==> src/rtl/lmed_pkg.sv <==
// Shared types and constants for the list-mode event deframer.
// Used by lmed_parser, lmed_result_q and list_mode_event_deframer_top.
package lmed_pkg;

  localparam int unsigned MaxChannels = 16;
  localparam int unsigned MarkLen     = 10;

  localparam logic [15:0] ChanMask = 16'((32'd1 << MaxChannels) - 32'd1);

  localparam logic [31:0] SyncWord  = 32'hFFFF_FFFF;
  localparam logic [15:0] TimerTag  = 16'h4000;
  localparam int unsigned RtcBit    = 28;
  localparam int unsigned DummyBit  = 31;
  localparam logic [2:0]  BreakLen  = 3'd2;
  localparam logic [2:0]  RtcLen    = 3'd6;
  localparam logic [2:0]  DummyLen  = 3'd2;

  // "[LISTDATA]", first character at index 0
  localparam logic [0:MarkLen-1][7:0] MarkText = {
    8'h5B, 8'h4C, 8'h49, 8'h53, 8'h54, 8'h44, 8'h41, 8'h54, 8'h41, 8'h5D
  };

  typedef enum logic [5:0] {
    PH_HUNT   = 6'b000001,
    PH_BREAK  = 6'b000010,
    PH_HEADER = 6'b000100,
    PH_RTC    = 6'b001000,
    PH_DUMMY  = 6'b010000,
    PH_VALUES = 6'b100000
  } phase_e;

  // word index taken from paddr[2]
  typedef enum logic {
    REG_CTRL = 1'b0
  } reg_addr_e;

  typedef struct packed {
    logic we;
    logic value;
  } cfg_t;

  typedef struct packed {
    logic [3:0]  channel;
    logic [15:0] value;
    logic        empty_event;
    logic        last;
    logic [31:0] event_count;
    logic [31:0] timer_count;
    logic [31:0] rtc_count;
  } result_t;

endpackage

==> src/rtl/lmed_parser.sv <==
// Front end: accepts stream bytes, hunts the text marker, assembles header
// words and classifies them into results. Depends on lmed_pkg.
module lmed_parser import lmed_pkg::*; (
  input  logic        clk_i,
  input  logic        rst_ni,
  input  cfg_t        cfg_i,
  output logic        expect_o,
  input  logic        byte_valid_i,
  input  logic [7:0]  data_byte_i,
  input  logic        start_of_file_i,
  output logic        res_valid_o,
  output result_t     res_o
);

  logic                   expect_q;
  phase_e                 phase_q, phase_d, cur_phase, restart_phase;
  logic [0:MarkLen-1][7:0] win_q, win_d, cur_win, win_shift;
  logic [2:0]             cnt_q, cnt_d, cur_cnt, cnt_inc;
  logic [31:0]            hdr_q, hdr_d, cur_hdr, word_new;
  logic [15:0]            mask_q, mask_d, cur_mask, mask_left;
  logic [7:0]             low_q, low_d, cur_low;
  logic [31:0]            ev_q, ev_d, cur_ev;
  logic [31:0]            tm_q, tm_d, cur_tm;
  logic [31:0]            rtc_q, rtc_d, cur_rtc;
  logic [1:0]             idx;
  logic [3:0]             first_ch;
  logic                   fin;
  logic                   res_valid;

  assign expect_o      = expect_q;
  assign restart_phase = expect_q ? PH_HUNT : PH_HEADER;

  always_comb begin
    cur_phase = phase_q;
    cur_win   = win_q;
    cur_cnt   = cnt_q;
    cur_hdr   = hdr_q;
    cur_mask  = mask_q;
    cur_low   = low_q;
    cur_ev    = ev_q;
    cur_tm    = tm_q;
    cur_rtc   = rtc_q;
    // new file: restart before the byte is used
    if (start_of_file_i) begin
      cur_phase = restart_phase;
      cur_win   = '0;
      cur_cnt   = '0;
      cur_hdr   = '0;
      cur_mask  = '0;
      cur_low   = '0;
      cur_ev    = '0;
      cur_tm    = '0;
      cur_rtc   = '0;
    end
  end

  assign win_shift = {cur_win[1:MarkLen-1], data_byte_i};
  assign cnt_inc   = cur_cnt + 3'd1;
  assign idx       = cur_cnt[1:0];
  assign word_new  = ((idx == 2'd0) ? 32'h0 : cur_hdr) |
                     (32'(data_byte_i) << {idx, 3'b000});

  // lowest active channel
  always_comb begin
    first_ch = '0;
    for (int i = MaxChannels - 1; i >= 0; i--) begin
      if (cur_mask[i]) begin
        first_ch = 4'(i);
      end
    end
  end
  assign mask_left = cur_mask & ~(16'h1 << first_ch);

  always_comb begin
    phase_d   = cur_phase;
    win_d     = cur_win;
    cnt_d     = cur_cnt;
    hdr_d     = cur_hdr;
    mask_d    = cur_mask;
    low_d     = cur_low;
    ev_d      = cur_ev;
    tm_d      = cur_tm;
    rtc_d     = cur_rtc;
    fin       = 1'b0;
    res_valid = 1'b0;
    res_o.channel     = '0;
    res_o.value       = '0;
    res_o.empty_event = 1'b0;
    res_o.last        = 1'b0;
    case (cur_phase)
      PH_HUNT: begin
        win_d = win_shift;
        if (win_shift == MarkText) begin
          phase_d = PH_BREAK;
          cnt_d   = '0;
        end
      end
      PH_BREAK: begin
        if (cnt_inc >= BreakLen) begin
          cnt_d   = '0;
          phase_d = PH_HEADER;
        end else begin
          cnt_d = cnt_inc;
        end
      end
      PH_RTC: begin
        if (cnt_inc >= RtcLen) begin
          cnt_d = '0;
          if (cur_hdr[DummyBit]) begin
            phase_d = PH_DUMMY;
          end else begin
            fin = 1'b1;
          end
        end else begin
          cnt_d = cnt_inc;
        end
      end
      PH_DUMMY: begin
        if (cnt_inc >= DummyLen) begin
          fin = 1'b1;
        end else begin
          cnt_d = cnt_inc;
        end
      end
      PH_VALUES: begin
        if (cur_cnt == 3'd0) begin
          low_d = data_byte_i;
          cnt_d = 3'd1;
        end else begin
          cnt_d             = '0;
          mask_d            = mask_left;
          res_valid         = 1'b1;
          res_o.channel     = first_ch;
          res_o.value       = {data_byte_i, cur_low};
          res_o.last        = (mask_left == 16'h0);
          if (mask_left == 16'h0) begin
            ev_d    = cur_ev + 32'd1;
            phase_d = PH_HEADER;
          end
        end
      end
      default: begin
        // header word assembly, little-endian
        phase_d = PH_HEADER;
        hdr_d   = word_new;
        cnt_d   = {1'b0, idx} + 3'd1;
        if (idx == 2'd3) begin
          cnt_d = '0;
          if (word_new == SyncWord) begin
            // drop sync
          end else if (word_new[31:16] == TimerTag) begin
            tm_d = cur_tm + 32'd1;
          end else begin
            mask_d = word_new[15:0] & ChanMask;
            if (word_new[RtcBit]) begin
              rtc_d   = cur_rtc + 32'd1;
              phase_d = PH_RTC;
            end else if (word_new[DummyBit]) begin
              phase_d = PH_DUMMY;
            end else begin
              fin = 1'b1;
            end
          end
        end
      end
    endcase
    // prefix done: emit empty marker or move to values
    if (fin) begin
      cnt_d = '0;
      if (mask_d == 16'h0) begin
        ev_d              = cur_ev + 32'd1;
        phase_d           = PH_HEADER;
        res_valid         = 1'b1;
        res_o.empty_event = 1'b1;
        res_o.last        = 1'b1;
      end else begin
        phase_d = PH_VALUES;
      end
    end
    res_o.event_count = cur_ev + 32'd1;
    res_o.timer_count = tm_d;
    res_o.rtc_count   = rtc_d;
  end

  assign res_valid_o = byte_valid_i & res_valid;

  always_ff @(posedge clk_i or negedge rst_ni) begin
    if (!rst_ni) begin
      expect_q <= 1'b1;
      phase_q  <= PH_HUNT;
      win_q    <= '0;
      cnt_q    <= '0;
      hdr_q    <= '0;
      mask_q   <= '0;
      low_q    <= '0;
      ev_q     <= '0;
      tm_q     <= '0;
      rtc_q    <= '0;
    end else if (cfg_i.we) begin
      // restart parse position, keep counters
      expect_q <= cfg_i.value;
      phase_q  <= cfg_i.value ? PH_HUNT : PH_HEADER;
      win_q    <= '0;
      cnt_q    <= '0;
      hdr_q    <= '0;
      mask_q   <= '0;
      low_q    <= '0;
    end else if (byte_valid_i) begin
      phase_q <= phase_d;
      win_q   <= win_d;
      cnt_q   <= cnt_d;
      hdr_q   <= hdr_d;
      mask_q  <= mask_d;
      low_q   <= low_d;
      ev_q    <= ev_d;
      tm_q    <= tm_d;
      rtc_q   <= rtc_d;
    end
  end

  a_more_values: assert property (@(posedge clk_i) disable iff (!rst_ni)
    res_valid_o && !res_o.last && !cfg_i.we |=> phase_q == PH_VALUES)
    else $error("non-final value did not keep the value phase");

  a_last_to_header: assert property (@(posedge clk_i) disable iff (!rst_ni)
    res_valid_o && res_o.last && !cfg_i.we |=> phase_q == PH_HEADER)
    else $error("final result did not return to header assembly");

  a_empty_shape: assert property (@(posedge clk_i) disable iff (!rst_ni)
    res_valid_o && res_o.empty_event |->
      res_o.last && res_o.value == 16'h0 && res_o.channel == 4'h0)
    else $error("empty marker carries data or lacks last mark");

endmodule

==> src/rtl/lmed_result_q.sv <==
// Back end: two-entry result queue that drives the output channel.
// Depends on lmed_pkg.
module lmed_result_q import lmed_pkg::*; (
  input  logic    clk_i,
  input  logic    rst_ni,
  input  logic    push_i,
  input  result_t din_i,
  output logic    space_o,
  output logic    out_valid_o,
  input  logic    out_ready_i,
  output result_t dout_o
);

  result_t    mem_q [2];
  logic       wr_q, rd_q;
  logic [1:0] cnt_q, cnt_d;
  logic       pop;

  assign pop         = out_valid_o & out_ready_i;
  assign out_valid_o = (cnt_q != 2'd0);
  assign space_o     = (cnt_q != 2'd2);
  assign dout_o      = mem_q[rd_q];
  assign cnt_d       = cnt_q + {1'b0, push_i} - {1'b0, pop};

  always_ff @(posedge clk_i) begin
    if (push_i) begin
      mem_q[wr_q] <= din_i;
    end
  end

  always_ff @(posedge clk_i or negedge rst_ni) begin
    if (!rst_ni) begin
      wr_q  <= 1'b0;
      rd_q  <= 1'b0;
      cnt_q <= '0;
    end else begin
      cnt_q <= cnt_d;
      if (push_i) begin
        wr_q <= ~wr_q;
      end
      if (pop) begin
        rd_q <= ~rd_q;
      end
    end
  end

endmodule

==> src/rtl/list_mode_event_deframer_top.sv <==
// List-mode event deframer: one byte accepted per cycle; the byte that
// completes a result has it written into the queue register by the
// combinational parser step. Throughput is one byte per cycle; the two-entry
// result queue absorbs output stalls, and the input stalls while two wait.
// Reset clears parser, counters and queue; text-marker hunt is enabled.
// Top level; depends on lmed_pkg, lmed_parser and lmed_result_q.
module list_mode_event_deframer_top import lmed_pkg::*; (
  input  logic        clk_i,
  input  logic        rst_ni,
  input  logic        psel,
  input  logic        penable,
  input  logic        pwrite,
  input  logic [2:0]  paddr,
  input  logic [31:0] pwdata,
  output logic [31:0] prdata,
  output logic        pready,
  input  logic        in_valid_i,
  output logic        in_ready_o,
  input  logic [7:0]  data_byte_i,
  input  logic        start_of_file_i,
  output logic        out_valid_o,
  input  logic        out_ready_i,
  output logic [3:0]  channel_o,
  output logic [15:0] value_o,
  output logic        empty_event_o,
  output logic        last_o,
  output logic [31:0] event_count_o,
  output logic [31:0] timer_count_o,
  output logic [31:0] rtc_count_o
);

  cfg_t    cfg;
  logic    expect_hdr;
  logic    accept;
  logic    res_valid;
  result_t res;
  result_t dout;
  logic    space;

  assign pready = 1'b1;
  assign cfg.we    = psel & penable & pwrite & pready & (paddr[2] == REG_CTRL);
  assign cfg.value = pwdata[0];
  assign prdata    = (paddr[2] == REG_CTRL) ? {31'b0, expect_hdr} : 32'h0;

  assign in_ready_o = space;
  assign accept     = in_valid_i & in_ready_o;

  lmed_parser u_parser (
    .clk_i          (clk_i),
    .rst_ni         (rst_ni),
    .cfg_i          (cfg),
    .expect_o       (expect_hdr),
    .byte_valid_i   (accept),
    .data_byte_i    (data_byte_i),
    .start_of_file_i(start_of_file_i),
    .res_valid_o    (res_valid),
    .res_o          (res)
  );

  lmed_result_q u_result_q (
    .clk_i      (clk_i),
    .rst_ni     (rst_ni),
    .push_i     (res_valid),
    .din_i      (res),
    .space_o    (space),
    .out_valid_o(out_valid_o),
    .out_ready_i(out_ready_i),
    .dout_o     (dout)
  );

  assign channel_o     = dout.channel;
  assign value_o       = dout.value;
  assign empty_event_o = dout.empty_event;
  assign last_o        = dout.last;
  assign event_count_o = dout.event_count;
  assign timer_count_o = dout.timer_count;
  assign rtc_count_o   = dout.rtc_count;

endmodule
==> config.mk <==
export PLATFORM = sky130hd
export DESIGN_NAME = list_mode_event_deframer_top
export DESIGN_NICKNAME = d
export VERILOG_FILES = /design/src/rtl/lmed_pkg.sv /design/src/rtl/lmed_parser.sv /design/src/rtl/lmed_result_q.sv /design/src/rtl/list_mode_event_deframer_top.sv
export SDC_FILE = /design/constraint.sdc
export NUM_CORES = 1
export LEC_CHECK = 0
export ABC_AREA = 1
export BUFFER_PORTS_ARGS = -buffer_cell sky130_fd_sc_hd__buf_4
export CORE_MARGIN = 2
export CORE_UTILIZATION = 55
export CTS_CLUSTER_SIZE = 10
export DETAILED_ROUTE_END_ITERATION = 8
export PLACE_DENSITY = 0.73
export SLEW_MARGIN = 30
export SYNTH_ARGS = -nofsm -noshare
export SYNTH_HDL_FRONTEND = slang
export SYNTH_SLANG_ARGS = --single-unit
==> constraint.sdc <==
create_clock -name clk_i -period 8.5 [get_ports clk_i]
set_input_delay 0.425 -clock clk_i [delete_from_list [all_inputs] [get_ports clk_i]]
set_output_delay 0.425 -clock clk_i [all_outputs]
set_load 0.02 [all_outputs]
# Yosys cells after proc, flatten, opt, wreduce, memory -nomap -nowiden
# Memory sizes are Yosys's and may differ from the RTL's.
# Cells that the tools add are included.
# word_totals
regBits,238
ramBits,236
inputBits,51
wordCells,173
mem_count,1
# mem_list
memory,depth,width,read_ports,rd_clocked_by_memory_dff,wr,line_no,rtl
u_result_q.mem_q,2,118,1,0,1,lmed_result_q.sv:14,result_t mem_q [2];
# classes
addsub,7
order_cmp,2
n_eq_ne,10
shift,2
n_mux,107
bitwise,13
n_reduce_logical,10
# op_table
operator,n
2-to-1 mux 32 bit,22
2-to-1 mux 72 bit,4
2-to-1 mux 16 bit,7
"adder 32 x 1 -> 32 bit, second input constant",3
2-to-1 mux 6 bit,15
"== test 80 x 79 -> 1 bit, second input constant",1
2-to-1 mux 4 bit,16
2-to-1 mux 20 bit,2
2-to-1 mux 8 bit,5
2-to-1 mux 3 bit,11
"== test 32 bit, second input constant",1
zero test 16 bit,2
bitwise OR 32 bit,1
case mux 16 bit (2 select lines),1
<< shifter 8 x 5 -> 32 bit,1
case mux 6 bit (5 select lines),1
2-to-1 mux 1 bit,18
AND 16 bit,1
"== test 16 x 15 -> 1 bit, second input constant",1
inverter 16 bit,1
"<< shifter 1 x 4 -> 16 bit, first input constant",1
case mux 3 bit (5 select lines),1
AND 1 bit,6
"== test 6 x 1 -> 1 bit, second input constant",1
other kinds (23),28

# Logic depth before layout (Yosys ltp)
# depth
depth_word,28
ltp_mapped,34

# By module
# From an unflattened synthesis, not the netlist that was laid out.
# hier_totals
hier_cells,3072
hier_area_um2,25333.0
# by_module_without_submodules
module,n_inst,cells_per_inst,area_each_um2
lmed_parser,1,2384,16129.2
lmed_result_q,1,646,8923.6
list_mode_event_deframer_top,1,42,280.3

# Worst setup path before layout
# No wires, ideal clock.
# synth_path
path_type,input to register
start,input port start_of_file_i
end,"memory u_result_q.mem_q[0][0] (netlist name), enable pin"
arrival_ns,8.222
setup_slack_ns,-0.318
stages,28
n_path_buf,4
cell_sequence,buf_6 inv_4 nand2_4 buf_6 ha_1 inv_2 clkbuf_1 nand3_1 nand2_1 clkinv_1 nor3_1 nand2_1 nor2_2 nand2_2 nand2_4 inv_2 nand2_2 buf_6 nand2_1 clkinv_1 nor2_1 a21oi_1 nand3_1 nor2_4 nand2_4 nand2_1 nand2_1 nor2_1
# synth_between
elab_chain_cells,28
# synth_lines
item,line_no,rtl
"start, declared",list_mode_event_deframer_top.sv:20,"input logic start_of_file_i,"
2-to-1 mux 16 bit,lmed_parser.sv:44,if (start_of_file_i) begin
2-to-1 mux 4 bit (16 in series),lmed_parser.sv:67,if (cur_mask[i]) begin
<< shifter 1 x 4 -> 16 bit,lmed_parser.sv:72,assign mask_left = cur_mask & ~(16'h1 << first_ch);
inverter 16 bit,lmed_parser.sv:72,
AND 16 bit,lmed_parser.sv:72,
2-to-1 mux 16 bit,lmed_parser.sv:126,if (cur_cnt == 3'd0) begin
case mux 16 bit (2 select lines),lmed_parser.sv:90,case (cur_phase)
zero test 16 bit,lmed_parser.sv:170,if (mask_d == 16'h0) begin
2-to-1 mux 1 bit,lmed_parser.sv:170,
2-to-1 mux 1 bit *,lmed_parser.sv:168,if (fin) begin
AND 1 bit *,lmed_parser.sv:185,assign res_valid_o = byte_valid_i & res_valid;
2-to-1 mux 1 bit *,lmed_result_q.sv:26,if (push_i) begin
2-to-1 mux 1 bit (implied by the code) *,lmed_result_q.sv:27,mem_q[wr_q] <= din_i;
"end, declared",lmed_result_q.sv:14,
# Every way passes the cells marked *; elsewhere a longest branch is shown, timed or not.

# Final worst setup path
# layout_path
start,input port start_of_file_i
end,"memory u_result_q.mem_q[0][5] (netlist name), enable pin"
# Same word-level chain as after synthesis.

==> flow_summary.yaml <==
floorplanning:
  core_um2: 45400
  rows: 78
  start_util_pct: 55.8
  io_pins: 204
  fp.dieW_um: 219
  die_area_um2: 47700
  die_y_um: 219
global_route:
  grt_overflow: 0
  grt_antenna_before_repair: 0
  grt_pass1_vias: 20667
  grt_pass1_wl_um: 106000
  grt_usage_pct: 27.7
  grt_start_max_net_pins: 254
clocking:
  htreeDepth: 2
  cts_buffer_depth: 3
  cts_sinks: 474
  cts-root-buf: "clkbuf_16"
  cts_buffers: 54
  post-cts-setup-buffer-count: 0
  cts_tree: "done"
  insertion_delay_ns: 0.59
  path_clk_slew_ns: 0.05
power:
  leakage_nw: 12.4
  p_per_area_nw_per_um2: 280
  max-vdd-ir-drop_v: 0.000270
setup_path:
  ff2ff_path_depth: 26
  reg2reg_slack_ns: 2.79
  timing.rr.end: "u_result_q.mem_q[0][5]"
  crit_type: "in2reg"
  worstSetupStartpoint: "start_of_file_i"
  r2r_start: "u_parser.cnt_q[1]"
  worst-endpoint-required_ns: 8.78
  start_kind: "input port"
  critPathMaxFanout: 82
  critPathCaptureType: "register"
  worstPathArrival_ns: 6.08
logic_synthesis:
  ys_seq_area_share_pct: 51.5
  synth_edf_count: 236
  ys_ff_latch: 474
  synth.distinct_cells: 52
  avgSynthCellArea_um2: 8.04
  ys_async_sr_fraction_pct: 50.2
  synthesis.area_um2: 25300
  synth-main-ff-cell: "edfxtp_1"
  synth.most_common_cell: "nand2_1"
  netlist_instances: 3147
  synth_top_cell_area_share_pct: 28.0
  ys_top_cells_by_count: "nand2_1, nor2_1, inv_1"
  synthTopCellsByArea: "edfxtp_1, dfrtp_1, nand2_1, nor2_1, inv_1"
  yosys_warnings: 0
  yosysTopAreaCell: "edfxtp_1"
final_layout:
  syn_to_final_growth_pct: 11.9
  nets: 3288
  finalNonFillerCells: 3867
  num-fill-cells: 3905
  multi_input_area_um2: 10100
  antennaDiodeCount: 0
  final_layout_size_suffix_gt1_share_pct: 9.12
  seqCellArea_um2: 13000
sta:
  hold_viol: 0
  tightest_slew_ns: 0.981
  slew_headroom_pct: 34.4
  setup-tns-final_ns: 0
  period_needed_ns: 5.80
  fmax_mhz: 172
  setup_viol: 0
  fin_crit_sh_pct: 68.2
  finClkSkew_ns: 0.0172
  rsz0062_at_grt: "false"
  slew_violations: 0
routing:
  vias: 21366
  via_per_inst: 5.53
  drc: 0
  drt_iter0_markers: 1955
  wl_per_cell_um: 16.9
  first_pass_iters: 5
  antenna_left: 0
  drt-total-wl_um: 65500
worst_hold_path:
  holdPathEnd: "u_result_q.rd_q"
  holdPathStages: 3
  min_from: "out_ready_i"
  holdCritPathClass: "in2reg"
outcome:
  status: "complete, no violations"
placement:
  dp_cells: 3770
  port_buffers: 138
  place_congestion: 0.936
  hpwl_um: 43000
flow_run:
  maxCapViolCount: 0
[how the worst max path moves through the flow]
stage	end	cells after the start
after floorplan	u_result_q.mem_q[1][0]	28
after global placement	u_result_q.mem_q[0][37]	27
after detailed placement	u_result_q.mem_q[1][65]	27
after CTS	u_result_q.mem_q[1][12]	27
after global routing	u_result_q.mem_q[1][24]	27
final	u_result_q.mem_q[0][5]	27
[report_power, final]
part,total [mW],leakage [nW],internal (mW),switching (mW)
clock,2.08,0.739,1.20,0.878
combinational,2.86,6.20,0.913,1.95
sequential,3.01,5.42,2.79,0.215
total,7.94,12.4,4.91,3.04
[what timing repair did]
| item | in CTS | in global routing |
|---|---|---|
| gates resized for setup | 0 | 0 |
| hold buffers | 1 | 0 |
| hold endpoints to repair | 60 | 0 |
[stage by stage]
stage               hold WS [ns]  power [mW]  utilization (%)  setup slack, ns  instance area (um^2)
floorplan                  0.129        4.94                -             1.65                 25400
global placement           0.461        5.82             58.9             2.04                 26700
detailed placement         0.465        5.89             58.9             1.94                 26700
CTS                        0.117        7.97             62.3             2.55                 28300
global route               0.138        8.41             62.4             2.27                 28300
finish                     0.141        7.94             62.4             2.70                 28300
[routing by layer]
| metal | up-vias | track usage (%) | wire length [um] |
|---|---|---|---|
| met4 | 0 | 9.14 | 1980 |
| met3 | 122 | 3.83 | 3650 |
| met2 | 704 | 45.2 | 31000 |
| li1 | 10355 | - | - |
| met5 | - | 0 | 0 |
| met1 | 10185 | 38.2 | 28900 |
[cell families after synthesis]
| family | synth area share [%] |
|---|---|
| AO/OA/AOI/OAI | 9.47 |
| XOR/XNOR | 2.91 |
| adder cells (fa/ha/maj) | 0.396 |
| buffers and inverters | 9.29 |
| flip-flops | 51.5 |
| multiplexers | 0.237 |
| other | 0.0297 |
| AND/OR/NAND/NOR | 26.1 |
[layout make-up]
cell class,count,share of cell area [%]
Clock buffer,90,5.36
Timing Repair Buffer,179,5.27
Multi-Input combinational cell,2136,35.5
Tap cell,600,2.65
Clock inverter,4,0.0795
Sequential cell,474,46.1
Inverter,384,5.11
[layout by cell type (no fill, tap or decap), drive strengths merged, types with 33 or more instances in the layout]
cell and instances:
o21ai 214, dfrtp 236, nand2 914, a21oi 57
inv 379, nor3 49, buf 178, edfxtp 236
nand4 65, clkbuf 90, o22ai 94, nor4 33
nand3 133, xor2 64, nor2 389
[state kept, by name, indices dropped and copies added, names as in the netlist, 6 cells and up]
signal            cells
u_parser.phase_q      6
u_parser.hdr_q       32
u_result_q.mem_q    236
u_parser.win_q       72
u_parser.rtc_q       32
u_parser.tm_q        32
u_parser.low_q        8
u_parser.mask_q      16
u_parser.ev_q        32
[worst max-delay path: stages]
cell and delay, ns:
buf_4 0.23, inv_4 0.25, buf_6 0.61, nand2_1 0.17
nand2_1 0.16, nor3_1 0.06, nand2_1 0.10, nand2_1 0.06
clkinv_1 0.05, nand3_2 0.08, nor2_2 0.09, buf_4 0.47
inv_2 0.51, nor2_1 0.37, nand4_1 0.15, nand2_1 0.08
inv_1 0.05, a21oi_1 0.13, nand3_1 0.08, nor2_1 0.10
nand2_1 0.10, nor2_4 0.17, nand2_4 0.09, nand2_1 0.10
nand2_1 0.20, nor2_4 0.72, buf_4 0.34
No activity file was read; power rests on OpenSTA's default activity.
